===== src/hw/rtl/d2rgb_pkg.sv =====
// Shared types and constants for the depth-to-RGB colour map.
// Holds zone codes, register indexes, fixed colours and the ramp stop table.
// No dependencies.
`timescale 1ns / 1ps

package d2rgb_pkg;

  // Configuration port
  localparam int unsigned CFG_W    = 16;
  localparam int unsigned CFG_IDX_W = 1;

  typedef enum logic [CFG_IDX_W-1:0] {
    REG_MIN_RANGE = 1'b0,
    REG_MAX_RANGE = 1'b1
  } cfg_reg_t;

  localparam logic [CFG_W-1:0] MIN_RANGE_RESET = 16'd100;
  localparam logic [CFG_W-1:0] MAX_RANGE_RESET = 16'd10000;

  // Zone code on the result
  typedef enum logic [1:0] {
    ZONE_BLIND = 2'd0,
    ZONE_RANGE = 2'd1,
    ZONE_FAR   = 2'd2
  } zone_t;

  // Colour channels
  localparam int unsigned NUM_CH = 3;
  localparam logic [1:0] CH_RED   = 2'd0;
  localparam logic [1:0] CH_GREEN = 2'd1;
  localparam logic [1:0] CH_BLUE  = 2'd2;

  // Flat colours for blind zone and far / no-hit
  localparam logic [7:0] BLIND_RED   = 8'd200;
  localparam logic [7:0] BLIND_GREEN = 8'd0;
  localparam logic [7:0] BLIND_BLUE  = 8'd200;
  localparam logic [7:0] FAR_RED     = 8'd20;
  localparam logic [7:0] FAR_GREEN   = 8'd20;
  localparam logic [7:0] FAR_BLUE    = 8'd30;

  // Five ramp stops: red, orange, yellow, green, blue
  function automatic logic [7:0] ramp_level(input logic [2:0] stop, input logic [1:0] ch);
    logic [23:0] rgb;
    case (stop)
      3'd0:    rgb = {8'd255, 8'd40,  8'd40};
      3'd1:    rgb = {8'd255, 8'd160, 8'd0};
      3'd2:    rgb = {8'd245, 8'd245, 8'd0};
      3'd3:    rgb = {8'd40,  8'd220, 8'd60};
      3'd4:    rgb = {8'd40,  8'd90,  8'd255};
      default: rgb = {8'd40,  8'd90,  8'd255};
    endcase
    case (ch)
      CH_RED:   return rgb[23:16];
      CH_GREEN: return rgb[15:8];
      CH_BLUE:  return rgb[7:0];
      default:  return rgb[7:0];
    endcase
  endfunction

endpackage


===== src/hw/rtl/depth_to_rgb_colormap_top.sv =====
// Top level of the depth-to-RGB colour map: range check, pipelined divider,
// per-channel blend and output register. Depends on d2rgb_pkg.
`timescale 1ns / 1ps

// Takes one depth sample per clock and returns one colour per sample, on
// out_valid, once the request has passed stage A, the divider, the blend stage
// and the output register. Most of that pipeline is the restoring divider
// that normalises the depth against the range window: it resolves one bit of
// the FRAC_BITS+2 bit ramp position per pipeline stage. There is no stall on
// either side: busy is low whenever reset is released and results cannot be
// held off, so take every out_valid cycle. Write min/max range only while no
// request is in flight.
module depth_to_rgb_colormap_top #(
  parameter int unsigned DEPTH_BITS = 16,
  parameter int unsigned FRAC_BITS  = 8
) (
  input  logic                              clk,
  input  logic                              rst_n,
  // request
  input  logic                              start,
  output logic                              busy,
  input  logic [DEPTH_BITS-1:0]             in_depth_mm,
  // result
  output logic                              out_valid,
  output logic [7:0]                        out_red,
  output logic [7:0]                        out_green,
  output logic [7:0]                        out_blue,
  output logic [1:0]                        out_zone,
  // configuration
  input  logic                              cfg_we,
  input  logic [d2rgb_pkg::CFG_IDX_W-1:0]   cfg_index,
  input  logic [d2rgb_pkg::CFG_W-1:0]       cfg_data
);

  localparam int unsigned QW    = FRAC_BITS + 2;   // ramp position bits
  localparam int unsigned ACC_W = FRAC_BITS + 10;  // signed blend accumulator

  // ---------------------------------------------------------------------------
  // Configuration registers
  logic [d2rgb_pkg::CFG_W-1:0] min_range_r, max_range_r;

  always_ff @(posedge clk) begin
    if (!rst_n) begin
      min_range_r <= d2rgb_pkg::MIN_RANGE_RESET;
      max_range_r <= d2rgb_pkg::MAX_RANGE_RESET;
    end else if (cfg_we) begin
      case (d2rgb_pkg::cfg_reg_t'(cfg_index))
        d2rgb_pkg::REG_MIN_RANGE: min_range_r <= cfg_data;
        d2rgb_pkg::REG_MAX_RANGE: max_range_r <= cfg_data;
        default: ;
      endcase
    end
  end

  // Block requests only while in reset
  assign busy = ~rst_n;

  // ---------------------------------------------------------------------------
  // Stage A: classify the sample and form the divider's first remainder
  logic [DEPTH_BITS-1:0] lo_w, hi_w, rem0_nxt;
  d2rgb_pkg::zone_t      zone0_nxt;
  logic                  accept;

  assign lo_w   = DEPTH_BITS'(min_range_r);
  assign hi_w   = DEPTH_BITS'(max_range_r);
  assign accept = start & ~busy;

  always_comb begin
    if (in_depth_mm == '0) begin
      zone0_nxt = d2rgb_pkg::ZONE_BLIND;
    end else if (in_depth_mm >= hi_w || lo_w >= hi_w) begin
      zone0_nxt = d2rgb_pkg::ZONE_FAR;
    end else begin
      zone0_nxt = d2rgb_pkg::ZONE_RANGE;
    end
    rem0_nxt = (in_depth_mm > lo_w) ? (in_depth_mm - lo_w) : '0;
  end

  // Window width; the user keeps it constant while requests are in flight, the block does not enforce it
  logic [DEPTH_BITS-1:0] div_r;

  always_ff @(posedge clk) begin
    div_r <= hi_w - lo_w;
  end

  // Pipeline registers: index 0 is stage A, index k+1 follows divider step k
  logic                  vld_r  [QW+1];
  d2rgb_pkg::zone_t      zone_r [QW+1];
  logic [DEPTH_BITS-1:0] rem_r  [QW+1];
  logic [QW-1:0]         quo_r  [QW+1];

  always_ff @(posedge clk) begin
    if (!rst_n) begin
      vld_r[0] <= 1'b0;
    end else begin
      vld_r[0] <= accept;
    end
  end

  always_ff @(posedge clk) begin
    zone_r[0] <= zone0_nxt;
    rem_r[0]  <= rem0_nxt;
    quo_r[0]  <= '0;
  end

  // ---------------------------------------------------------------------------
  // Divider: one quotient bit per stage. In range, the remainder stays below the
  // window width, so the quotient is floor(rem0 * 2^QW / width) with no overflow.
  for (genvar k = 0; k < QW; k++) begin : g_div
    logic [DEPTH_BITS:0]   twice, diff;
    logic                  take;
    logic [DEPTH_BITS-1:0] rem_nxt;
    logic [QW-1:0]         quo_nxt;

    always_comb begin
      twice   = {rem_r[k], 1'b0};
      diff    = twice - {1'b0, div_r};
      take    = (twice >= {1'b0, div_r});
      rem_nxt = take ? diff[DEPTH_BITS-1:0] : twice[DEPTH_BITS-1:0];
      quo_nxt = {quo_r[k][QW-2:0], take};
    end

    always_ff @(posedge clk) begin
      if (!rst_n) begin
        vld_r[k+1] <= 1'b0;
      end else begin
        vld_r[k+1] <= vld_r[k];
      end
    end

    always_ff @(posedge clk) begin
      zone_r[k+1] <= zone_r[k];
      rem_r[k+1]  <= rem_nxt;
      quo_r[k+1]  <= quo_nxt;
    end
  end

  // ---------------------------------------------------------------------------
  // Blend stage: pick the segment and interpolate each channel
  logic [1:0]              seg;
  logic [2:0]              seg_next;
  logic [FRAC_BITS-1:0]    frac;
  logic signed [ACC_W-1:0] acc_nxt [d2rgb_pkg::NUM_CH];
  logic signed [ACC_W-1:0] acc_r   [d2rgb_pkg::NUM_CH];
  logic                    bl_vld_r;
  d2rgb_pkg::zone_t        bl_zone_r;

  assign seg      = quo_r[QW][QW-1:FRAC_BITS];
  assign seg_next = {1'b0, seg} + 3'd1;
  assign frac     = quo_r[QW][FRAC_BITS-1:0];

  always_comb begin
    logic [7:0]              c0, c1;
    logic signed [8:0]       step;
    logic signed [ACC_W-1:0] base, prod;
    for (int ch = 0; ch < d2rgb_pkg::NUM_CH; ch++) begin
      c0   = d2rgb_pkg::ramp_level({1'b0, seg}, 2'(ch));
      c1   = d2rgb_pkg::ramp_level(seg_next, 2'(ch));
      step = $signed({1'b0, c1}) - $signed({1'b0, c0});
      base = $signed(ACC_W'({c0, {FRAC_BITS{1'b0}}}));
      prod = $signed(ACC_W'({1'b0, frac})) * ACC_W'(step);
      acc_nxt[ch] = base + prod;
    end
  end

  always_ff @(posedge clk) begin
    if (!rst_n) begin
      bl_vld_r <= 1'b0;
    end else begin
      bl_vld_r <= vld_r[QW];
    end
  end

  always_ff @(posedge clk) begin
    bl_zone_r <= zone_r[QW];
    for (int ch = 0; ch < d2rgb_pkg::NUM_CH; ch++) begin
      acc_r[ch] <= acc_nxt[ch];
    end
  end

  // ---------------------------------------------------------------------------
  // Output stage: round down, override with the flat colours
  logic [7:0] red_nxt, green_nxt, blue_nxt;
  logic       out_valid_r;
  logic [7:0] out_red_r, out_green_r, out_blue_r;
  logic [1:0] out_zone_r;

  always_comb begin
    case (bl_zone_r)
      d2rgb_pkg::ZONE_BLIND: begin
        red_nxt   = d2rgb_pkg::BLIND_RED;
        green_nxt = d2rgb_pkg::BLIND_GREEN;
        blue_nxt  = d2rgb_pkg::BLIND_BLUE;
      end
      d2rgb_pkg::ZONE_FAR: begin
        red_nxt   = d2rgb_pkg::FAR_RED;
        green_nxt = d2rgb_pkg::FAR_GREEN;
        blue_nxt  = d2rgb_pkg::FAR_BLUE;
      end
      default: begin
        red_nxt   = acc_r[d2rgb_pkg::CH_RED][FRAC_BITS+7:FRAC_BITS];
        green_nxt = acc_r[d2rgb_pkg::CH_GREEN][FRAC_BITS+7:FRAC_BITS];
        blue_nxt  = acc_r[d2rgb_pkg::CH_BLUE][FRAC_BITS+7:FRAC_BITS];
      end
    endcase
  end

  always_ff @(posedge clk) begin
    if (!rst_n) begin
      out_valid_r <= 1'b0;
    end else begin
      out_valid_r <= bl_vld_r;
    end
  end

  always_ff @(posedge clk) begin
    out_red_r   <= red_nxt;
    out_green_r <= green_nxt;
    out_blue_r  <= blue_nxt;
    out_zone_r  <= bl_zone_r;
  end

  assign out_valid = out_valid_r;
  assign out_red   = out_red_r;
  assign out_green = out_green_r;
  assign out_blue  = out_blue_r;
  assign out_zone  = out_zone_r;

endmodule


===== config.mk =====
export PLATFORM = sky130hd
export DESIGN_NAME = depth_to_rgb_colormap_top
export DESIGN_NICKNAME = d
export VERILOG_FILES = /design/src/hw/rtl/d2rgb_pkg.sv /design/src/hw/rtl/depth_to_rgb_colormap_top.sv
export SDC_FILE = /design/constraint.sdc
export NUM_CORES = 1
export LEC_CHECK = 0
export BUFFER_PORTS_ARGS = -buffer_cell sky130_fd_sc_hd__buf_2
export CAP_MARGIN = 30
export CORE_MARGIN = 8
export CORE_UTILIZATION = 60
export DETAILED_ROUTE_END_ITERATION = 16
export PLACE_DENSITY = 0.77
export SETUP_SLACK_MARGIN = 0.15
export SYNTH_ARGS = -nofsm -noshare
export SYNTH_HDL_FRONTEND = slang
export SYNTH_SLANG_ARGS = --single-unit

===== constraint.sdc =====
create_clock -name clk -period 18 [get_ports clk]
set_clock_uncertainty 0.1 [all_clocks]
set_input_delay 3.6 -clock clk [delete_from_list [all_inputs] [get_ports clk]]
set_output_delay 3.6 -clock clk [all_outputs]
set_load 0.1 [all_outputs]

# ---- Word level (Yosys, flattened, before mapping)
# Memory sizes are Yosys's and may differ from the RTL's. A register that Yosys moved wholly into a read port is not among the register bits.
# Cells that the tools add are included.
dict set report totals {
  regBits 75
  mem_count 5
  mem_bits_rw 373
}
# name depth width rd rd_clocked_by_memory_dff wr line_no
set memory_table {}
lappend memory_table {rem_r 11 16 10 0 11 depth_to_rgb_colormap_top.sv:89} ;# logic [DEPTH_BITS-1:0] rem_r [QW+1];
lappend memory_table {quo_r 11 10 11 0 11 depth_to_rgb_colormap_top.sv:90} ;# logic [QW-1:0] quo_r [QW+1];
lappend memory_table {acc_r 3 18 3 0 3 depth_to_rgb_colormap_top.sv:144} ;# logic signed [ACC_W-1:0] acc_r [d2rgb_pkg::NUM_CH];
lappend memory_table {zone_r 11 2 11 1 11 depth_to_rgb_colormap_top.sv:88} ;# d2rgb_pkg::zone_t zone_r [QW+1];
lappend memory_table {vld_r 11 1 11 1 11 depth_to_rgb_colormap_top.sv:87} ;# logic vld_r [QW+1];
dict set report classes {
  n_lt_le_gt_ge 13
  n_mux 31
  multipliers 3
  n_eq_ne 7
  bitwise_logic 14
  n_reduce_logical 8
  addsub 19
}
# cell n
set op_table {}
lappend op_table {{$pmux 24 s4} 2}
lappend op_table {{$sub 16x16->16} 12}
lappend op_table {{$mux 16} 11}
lappend op_table {{$ge 17x16->1} 10}
lappend op_table {{$add 17x18->18} 3}
lappend op_table {{$mul 9x9->18} 3}
lappend op_table {{$pmux 8 s2} 3}
lappend op_table {{$ge 16x16->1} 2}
lappend op_table {{$sub 8x8->9} 3}
lappend op_table {{$gt 16x16->1} 1}
lappend op_table {{$logic_not 16->1} 1}
lappend op_table {{$mux 1} 13}
lappend op_table {{$or 1x1->1} 11}
lappend op_table {{$eq 2x2->1 const B} 3}
lappend op_table {{$eq 3x2->1 const B} 2}
lappend op_table {{$logic_not 2->1} 2}
lappend op_table {{$mux 2} 2}
lappend op_table {{$reduce_and 2->1} 2}
lappend op_table {{$add 2x1->3 const B} 1}
lappend op_table {{$eq 3x1->1 const B} 1}
lappend op_table {{$logic_not 3->1} 1}
lappend op_table {{$eq 2x1->1 const B} 1}
lappend op_table {{$not 1->1} 2}
lappend op_table {{$and 1x1->1} 1}
lappend op_table {{other kinds (2)} 2}

# ---- Logic depth before layout (Yosys ltp)
# Gate-level depths: netlist of run 1.
# An unclocked memory read counts as a cell.
dict set report depth {
  word_depth 7
  ltp_mapped 23
}

# ---- Worst setup path before layout of run 1
# OpenSTA, ideal clock, no wires.
dict set report synth_timing {
  path_kind {input-to-output}
  from {input port rst_n}
  to {output port busy}
  slack_ps 9597
  stages 2
  t_arrival_ps 4703
  cell_sequence {inv_2 > clkbuf_1}
}
dict set report synth_via {
  elab_chain_len 1
}
# element line_no
set synth_lines {}
lappend synth_lines {{start: declaration} depth_to_rgb_colormap_top.sv:18} ;# input logic rst_n,
lappend synth_lines {{$not 1->1} depth_to_rgb_colormap_top.sv:56} ;# assign busy = ~rst_n;
lappend synth_lines {{end: declaration} depth_to_rgb_colormap_top.sv:21} ;# output logic busy,
# No other way between the ends.

# ---- Final worst setup path of run 1
# Same ends and word-level chain as after synthesis.

==> results of run 1 <==
## flip-flops by register name (all words and copies together) (netlist names), 11 cells and up
signal	cells
acc_r	24
lo_w	16
quo_r	55
div_r	16
vld_r	11
hi_w	16
rem_r	160
zone_r	22
## critical path: stages
cell,delay (ns)
buf_2,0.21
inv_2,0.37
buf_2,0.51
## cell usage in the layout, fill, tap and decap left out, types with 66 or more instances in the layout
cell / count
a21o_1: 66
a21oi_1: 189
dfxtp_1: 350
fa_1: 153
ha_1: 321
inv_1: 368
nand2_1: 203
nor2_1: 167
o21ai_0: 81
xnor2_1: 102
## routing by layer
layer | share of wire (%) | global-route usage [%] | vias to the layer above
met5 | 0 | 0 | -
li1 | - | - | 9201
met2 | 48 | 41.2 | 582
met1 | 42 | 29.6 | 9029
met3 | 6.2 | 3.95 | 143
met4 | 4.4 | 10.2 | 0
## metrics by stage
step / instance area, sq um / utilization, % / setup WS, ns
4_1_cts: 26900 / 65.9 / 9.63
3_3_place_gp: 25600 / 62.8 / 9.64
5_1_grt: 26900 / 66.0 / 9.54
3_5_place_dp: 25600 / 62.9 / 9.63
6_report: 26900 / 66.0 / 9.60
2_1_floorplan: 24800 / - / 9.60
## final cells by class
class                   count  area [sq um]
clock buffers              49          1050
clock inverters            17           194
fillers                  3256         13900
inverters                 369          1390
multi-input cells        1930         16100
flip-flops and latches    350          7010
well taps                 532           666
repair buffers             76           450
## worst paths after layout
| kind | cells after the start | startpoint | endpoint |
|---|---|---|---|
| worst max-delay path | 3 | rst_n | busy |
| worst min register to register | 0 | quo_r[8][7]$_DFF_P_ | quo_r[9][8]$_DFF_P_ |
| worst max register to register | 19 | quo_r[10][8]$_DFF_P_ | acc_r[0][51]$_DFF_P_ |
| worst min-delay path | 0 | quo_r[8][7]$_DFF_P_ | quo_r[9][8]$_DFF_P_ |
## synth_stat cells (15+ instances only)
cell type	number	share of area, %
inv_1	368	5.6
nor4_1	15	0.38
o211ai_1	17	0.52
a21o_1	66	2.0
nand2b_1	47	1.2
xnor2_1	102	3.6
mux2_2	64	2.9
nand2_1	203	3.1
o21a_1	22	0.67
dfxtp_1	350	28
xor2_1	58	2.1
a31oi_1	19	0.48
a21oi_1	189	3.8
and2_1	49	1.2
clkbuf_1	46	0.70
nand3_1	31	0.63
nor2b_1	57	1.4
o21ai_0	81	1.6
nor2_1	167	2.5
nor3_1	41	0.83
nand4_1	32	0.81
ha_1	321	16
fa_1	153	12
## cell families after synthesis
group                      Yosys count  share of synthesized area, %
and+or+nand+nor                    695                          13.6
AOI/OAI and AO/OA                  506                          13.0
adders and majority gates          474                          28.6
buffers and inverters              427                          6.66
DFF                                350                          28.3
xor gates and xnor gates           161                          5.73
muxes                               86                          4.00
other                                2                        0.0303
==> impl_metrics.json, run 1 <==
{
  "drive_gt1_share_pct": 8.60,
  "arrival_ns": 4.70,
  "grt_remaining_overflow": 0,
  "rsz0062_at_grt": "false",
  "hold_buffers": 0,
  "postCtsSetupRepairBufs": 0,
  "slew_headroom_pct": 18.4,
  "seq_area_frac_synth_pct": 28.3,
  "detail_route.wl_per_cell_um": 17.2,
  "clock_sinks": 350,
  "setup_viol": 0,
  "dp_hpwl_um": 43900,
  "min_period_ns": 8.40,
  "ios": 65,
  "drc_errors": 0,
  "avgSynthCellArea_sq_um": 9.16,
  "yosysUniqueCellTypes": 75,
  "maxCapViolCount": 0,
  "reg2reg_setup_slack_ns": 11.21,
  "ys_ff_latch": 350,
  "grt_max_degree": 29,
  "grt_pass1_vias": 19300,
  "globalRouteTotalUtil_pct": 24.0,
  "hold_viol_final": 0,
  "fmax_ghz": 0.119,
  "crit_type": "in -> out",
  "drtIter0Drc": 1030,
  "fin_cells": 3323,
  "drtPass1Iterations": 5,
  "rows": 74,
  "grt_pass1_wl_um": 94200,
  "status": "complete, no violations",
  "synth_area_sq_um": 24700,
  "worstHoldPathType": "reg -> reg",
  "cts-root-buf": "clkbuf_16",
  "clkLatencyLatePin_ns": 0.56,
  "h-tree-depth": 2,
  "die-width_um": 219,
  "finalCritPeriodShare_pct": 46.7,
  "async_reset_ff_share_pct": 0,
  "cts_resized": 0,
  "slew_viol_final": 0,
  "netlist_instances": 2701,
  "core_sq_um": 40700,
  "worst_pin_slew_ns": 1.22,
  "cp.required_ns": 14.30,
  "vias_per_cell": 5.70,
  "initial_utilization_pct": 60.7,
  "finalNetCount": 3276,
  "clk_pin_slew_ns": 0.06,
  "critPathCaptureType": "output port",
  "numCtsBuffers": 38,
  "port_buffers": 64,
  "antenna_found_initial": 0,
  "clk_path_buf_depth": 3,
  "place.gp.congestion": 0.922,
  "ys.flop_type": "dfxtp_1",
  "placedCellCount": 3256,
  "n_antenna_cell": 0,
  "setup_tns_ns": 0,
  "synth_edf_count": 0,
  "dieHeight_um": 219,
  "synth_warnings": 0,
  "worstPathMaxFanout": 25,
  "critPathLaunchType": "input port",
  "die-area_sq_um": 48000,
  "num_vias": 19000,
  "hold_ws_ns": 0.222,
  "cts_tree": "built",
  "syn2layout_area_growth_pct": 8.63,
  "wl_um": 57200,
  "antenna_left": 0
}
Power of run 1 is not shown: default switching activity piles up to over one toggle a cycle in this logic, so the estimate is an artifact.
==> run 2: changes to the inputs <==
==> constraint.sdc (replaced) <==
create_clock -name clk -period 8.55 [get_ports clk]
set_clock_uncertainty 0.1 [all_clocks]
set_input_delay 1.71 -clock clk [delete_from_list [all_inputs] [get_ports clk]]
set_output_delay 1.71 -clock clk [all_outputs]
set_load 0.1 [all_outputs]
==> run 2 against run 1 <==
Against the previous run: via count rose by 0.39%; first-iteration DRC count rose by 19%; cell area rose by 0.12%; sequential cell count did not move; worst hold slack improved by 0.0016 ns; sequential share of layout area barely moved; utilization rose by 0.077 points; clock-buffer cell count did not move; non-clock buffer count rose by 2; critical path depth rose by 16; largest cell class unchanged; die area did not move; worst setup slack got worse by 7.5 ns; critical path type is now reg -> reg.
==> impl_metrics.json, run 2 (synthesis results as in run 1) <==
{
  "status": "complete, no violations",
  "hp-start": "quo_r[2][1]$_DFF_P_",
  "layout_commonest_cell": "inv_1",
  "dieHeight_um": 219,
  "die-width_um": 219,
  "clk_pin_slew_ns": 0.06,
  "hold_depth": 0,
  "finalCritPeriodShare_pct": 76.0,
  "cp.required_ns": 8.93,
  "antenna_left": 0,
  "largest_reg_flops": 160,
  "worstPathMaxFanout": 16,
  "ios": 65,
  "cts-root-buf": "clkbuf_16",
  "h-tree-depth": 2,
  "clk_path_buf_depth": 3,
  "syn2layout_area_growth_pct": 8.75,
  "die-area_sq_um": 48000,
  "crit_type": "reg -> reg",
  "reg2reg_from": "quo_r[10][8]$_DFF_P_",
  "slew_headroom_pct": 36.3,
  "n_antenna_cell": 0,
  "fin_cells": 3326,
  "worst_pin_slew_ns": 0.954,
  "hold_ws_ns": 0.223,
  "critPathLaunchType": "flip-flop",
  "dp_hpwl_um": 44500,
  "placedCellCount": 3258,
  "rows": 74,
  "slew_viol_final": 0,
  "arrival_ns": 6.88,
  "setup_viol": 0,
  "place.gp.congestion": 0.932,
  "initial_utilization_pct": 60.7,
  "wl_um": 59200,
  "placed_area_sq_um": 25600,
  "grt_pass1_vias": 19900,
  "cts_tree": "built",
  "fmax_ghz": 0.154,
  "largest_registers": "rem_r: 160 flops, quo_r: 55 flops, acc_r: 24 flops",
  "detail_route.wl_per_cell_um": 17.8,
  "antenna_found_initial": 0,
  "reg2reg_setup_slack_ns": 2.05,
  "port_buffers": 64,
  "finalNetCount": 3278,
  "critPathCaptureType": "flip-flop",
  "clock_sinks": 350,
  "grt_remaining_overflow": 0,
  "clkLatencyLatePin_ns": 0.56,
  "worstHoldPathType": "reg -> reg",
  "rsz0062_at_grt": "false",
  "globalRouteTotalUtil_pct": 25.0,
  "cts_resized": 0,
  "layout_common_cells": "inv_1, dfxtp_1, ha_1",
  "vias_per_cell": 5.72,
  "hold-path-endpoint": "quo_r[3][2]$_DFF_P_",
  "setup_tns_ns": 0,
  "setup.worst_path.start": "quo_r[10][8]$_DFF_P_",
  "hold_buffers": 0,
  "grt_pass1_wl_um": 97600,
  "drc_errors": 0,
  "num_vias": 19000,
  "drive_gt1_share_pct": 8.70,
  "grt_max_degree": 31,
  "hold_viol_final": 0,
  "core_sq_um": 40700,
  "maxCapViolCount": 0,
  "drtIter0Drc": 1226,
  "drtPass1Iterations": 6,
  "registers.top_by_ff_count": "rem_r",
  "r2r_end": "acc_r[0][51]$_DFF_P_",
  "fin_area_sq_um": 26900,
  "r2r_cells": 19,
  "postCtsSetupRepairBufs": 0,
  "min_period_ns": 6.50,
  "numCtsBuffers": 38
}
run 2: changes by cell type in the layout (fill, tap and decap cells not counted), sizes merged:
cell      delta
bufinv       +2
buf          +2
inv          -2
clkinv       +2
clkinvlp     -1
run 2: worst max path at each step:
stage	end	slack, ns	depth (start not counted)
after floorplan	acc_r[0][33]$_DFF_P_	2.84	21
after global placement	acc_r[0][51]$_DFF_P_	2.40	19
after detailed placement	acc_r[0][51]$_DFF_P_	2.15	19
after CTS	acc_r[0][51]$_DFF_P_	2.10	19
after global routing	acc_r[0][33]$_DFF_P_	1.75	20
final	acc_r[0][51]$_DFF_P_	2.05	19
run 2: final cells by class:
class / instances / area, sq um
tap: 532 / 666
inverter: 369 / 1390
clock inverter: 18 / 231
multi-input combinational: 1930 / 16100
sequential: 350 / 7010
clock buffer: 49 / 1060
fill: 3256 / 13800
timing repair buffer: 78 / 433
run 2: metal layers:
layer,GRT usage (%),part of all wire [%]
met3,4.08,5.7
met4,11.1,4.6
met5,0,0
met1,30.8,42
met2,42.7,47
run 2: through the flow:
stage               setup slack (ns)  util [%]
floorplan                       2.84         -
CTS                             2.10      66.0
finish                          2.05      66.1
detailed placement              2.15      62.8
global route                    1.75      66.1
global placement                2.40      62.8
run 2: worst max-delay path: stages (launching register included):
cell and delay, ns:
dfxtp_1 0.37, inv_1 0.16, ha_1 0.63, xor2_1 0.47
and2_1 0.23, fa_1 0.42, inv_1 0.08, fa_1 0.44
fa_1 0.54, fa_1 0.51, fa_1 0.51, inv_1 0.04
ha_1 0.32, a21oi_1 0.14, o21ai_1 0.18, and4_1 0.27
a2111oi_2 0.47, o21ai_1 0.20, a21oi_1 0.21, xnor2_1 0.13
Power of run 2 is left out for the same reason.
==> run 3: changes to the inputs <==
--- a/config.mk
+++ b/config.mk
@@ -8,9 +8,9 @@
 export BUFFER_PORTS_ARGS = -buffer_cell sky130_fd_sc_hd__buf_2
 export CAP_MARGIN = 30
 export CORE_MARGIN = 8
-export CORE_UTILIZATION = 60
+export CORE_UTILIZATION = 58
 export DETAILED_ROUTE_END_ITERATION = 16
-export PLACE_DENSITY = 0.77
+export PLACE_DENSITY = 0.78
 export SETUP_SLACK_MARGIN = 0.15
 export SYNTH_ARGS = -nofsm -noshare
 export SYNTH_HDL_FRONTEND = slang
==> constraint.sdc (replaced) <==
create_clock -name clk -period 5.6 [get_ports clk]
set_clock_uncertainty 0.1 [all_clocks]
set_input_delay 1.12 -clock clk [delete_from_list [all_inputs] [get_ports clk]]
set_output_delay 1.12 -clock clk [all_outputs]
set_load 0.1 [all_outputs]
==> run 3 against run 2 <==
Against the previous run: cell area up 4.3%; worst setup slack worse by 1.8 ns; critical endpoint is now acc_r[0][33]$_DFF_P_; die area up 3.2%; critical path type unchanged; global-route usage down 1.1 points; via count up 1.6%; non-clock buffer count up 55; utilization up 0.68 points; highest routed layer unchanged.
==> impl_metrics.json, run 3 (synthesis results as in run 1) <==
{
  "reg2reg_from": "quo_r[10][9]$_DFF_P_",
  "critPathMostFrequentCell": "fa_1",
  "path_delay_family": "adder cells",
  "worst_pin_slew_ns": 0.972,
  "layout_common_cells": "inv_1, dfxtp_1, ha_1",
  "h-tree-depth": 2,
  "r2r_cells": 22,
  "crit_type": "reg -> reg",
  "num_vias": 19300,
  "rsz0062_at_grt": "false",
  "largest_registers": "rem_r: 160 flops, quo_r: 55 flops, acc_r: 24 flops",
  "syn2layout_area_growth_pct": 13.4,
  "largest_reg_flops": 160,
  "cp.required_ns": 6.00,
  "arrival_ns": 5.79,
  "worstHoldPathType": "reg -> reg",
  "critPathSlowestCell": "fa_1",
  "die-width_um": 223,
  "grt_max_degree": 28,
  "layout_commonest_cell": "inv_1",
  "initial_utilization_pct": 58.9,
  "setup_viol": 0,
  "core_sq_um": 42000,
  "clkLatencyLatePin_ns": 0.57,
  "worstPathMaxFanout": 10,
  "grt_remaining_overflow": 0,
  "ios": 65,
  "clock_sinks": 350,
  "min_period_ns": 5.40,
  "hold_viol_final": 0,
  "timing.critical_path.buf_inv": 6,
  "grt_pass1_vias": 19700,
  "finalCritPeriodShare_pct": 96.4,
  "finalNetCount": 3334,
  "critPathCaptureType": "flip-flop",
  "cts-root-buf": "clkbuf_16",
  "drtPass1Iterations": 7,
  "drtIter0Drc": 1439,
  "critical_path.cell_chain": "buf_4, ha_4, buf_12, xor2_4, nand2_2, fa_1, inv_1, fa_1, inv_1, fa_1, fa_1, inv_1, ha_4, ha_4, nand4_1, o31ai_2, buf_4, a31oi_4, o21ai_4, nor2_4, o21ai_2, xnor2_1",
  "r2r_end": "acc_r[0][33]$_DFF_P_",
  "vias_per_cell": 5.71,
  "slew_viol_final": 0,
  "antenna_found_initial": 0,
  "critPathLaunchType": "flip-flop",
  "grt_pass1_wl_um": 97400,
  "clk_pin_slew_ns": 0.06,
  "status": "complete, no violations",
  "die-area_sq_um": 49500,
  "maxCapViolCount": 0,
  "rows": 75,
  "dieHeight_um": 223,
  "hold_depth": 0,
  "slew_headroom_pct": 35.1,
  "registers.top_by_ff_count": "rem_r",
  "clk_path_buf_depth": 3,
  "n_antenna_cell": 0,
  "fmax_ghz": 0.185,
  "drc_errors": 0,
  "numCtsBuffers": 39,
  "detail_route.wl_per_cell_um": 18.1,
  "globalRouteTotalUtil_pct": 23.9,
  "hold-path-endpoint": "quo_r[10][7]$_DFF_P_",
  "final_util_pct": 66.7,
  "slowest_delay_ns": 0.56,
  "place.gp.congestion": 0.901,
  "hp-start": "quo_r[9][6]$_DFF_P_",
  "reg2reg_setup_slack_ns": 0.20,
  "cts_tree": "built",
  "wl_um": 61300,
  "dp_hpwl_um": 45100,
  "port_buffers": 64,
  "drive_gt1_share_pct": 13.3,
  "antenna_left": 0
}
==> run 3: changes by cell type in the layout (fill, tap and decap cells not counted), sizes merged <==
cell / delta
clkinv: -3
bufinv: +1
clkbuf: +1
inv: +3
buf: +55
==> run 3: area by class of cell <==
class,instances,area (sq um)
flip-flops and latches,350,7020
fillers,3244,14000
clock buffers,50,1110
clock inverters,19,308
repair buffers,133,921
well taps,539,674
inverters,369,1400
multi-input cells,1930,16600
==> run 3: metal layers <==
layer	GRT usage [%]	up-vias	part of all wire (%)
li1	-	9302	-
met1	29.4	9240	42
met5	0	-	0
met2	41.1	651	48
met3	4.25	149	6.0
met4	9.62	0	4.1
==> run 3: stage by stage <==
step                TNS (ns)  instances  hold WS (ns)  area, sq um  setup WS, ns
floorplan                  0       2707         0.210        24800         0.126
global placement           0       3296         0.210        25900        0.0917
detailed placement    -0.112       3297         0.212        25900       -0.0723
CTS                        0       3369         0.222        27400         0.148
global route               0       3390         0.228        28100        0.0453
finish                     0       3390         0.222        28100         0.204
==> run 3: timing repair <==
item / 4_1_cts / 5_1_grt
gates cloned: 0 / 1
hold buffers: 0 / 0
setup buffers: 3 / 20
gates resized for setup: 18 / 100
pin swaps: 6 / 45
endpoints found under the setup margin: 13 / 13
==> run 3: how the worst max path moves through the flow <==
stage	endpoint	cells past startpoint	from
2_1_floorplan	acc_r[0][33]$_DFF_P_	21	quo_r[10][8]$_DFF_P_
3_3_place_gp	acc_r[0][33]$_DFF_P_	20	quo_r[10][8]$_DFF_P_
3_5_place_dp	acc_r[0][33]$_DFF_P_	20	quo_r[10][8]$_DFF_P_
4_1_cts	acc_r[0][33]$_DFF_P_	20	quo_r[10][8]$_DFF_P_
5_1_grt	acc_r[0][33]$_DFF_P_	22	quo_r[10][9]$_DFF_P_
6_report	acc_r[0][33]$_DFF_P_	22	quo_r[10][9]$_DFF_P_
==> run 3: worst reg2reg max path: cells and delay by family, from the launching register on <==
| kind | cells | cell delay, ns |
|---|---|---|
| compound gates | 4 | 0.77 |
| xor+xnor | 2 | 0.33 |
| fa+ha+maj | 7 | 2.80 |
| buf+inv | 6 | 0.68 |
| flops | 1 | 0.37 |
| simple gates | 3 | 0.27 |
Power of run 3 is left out for the same reason.
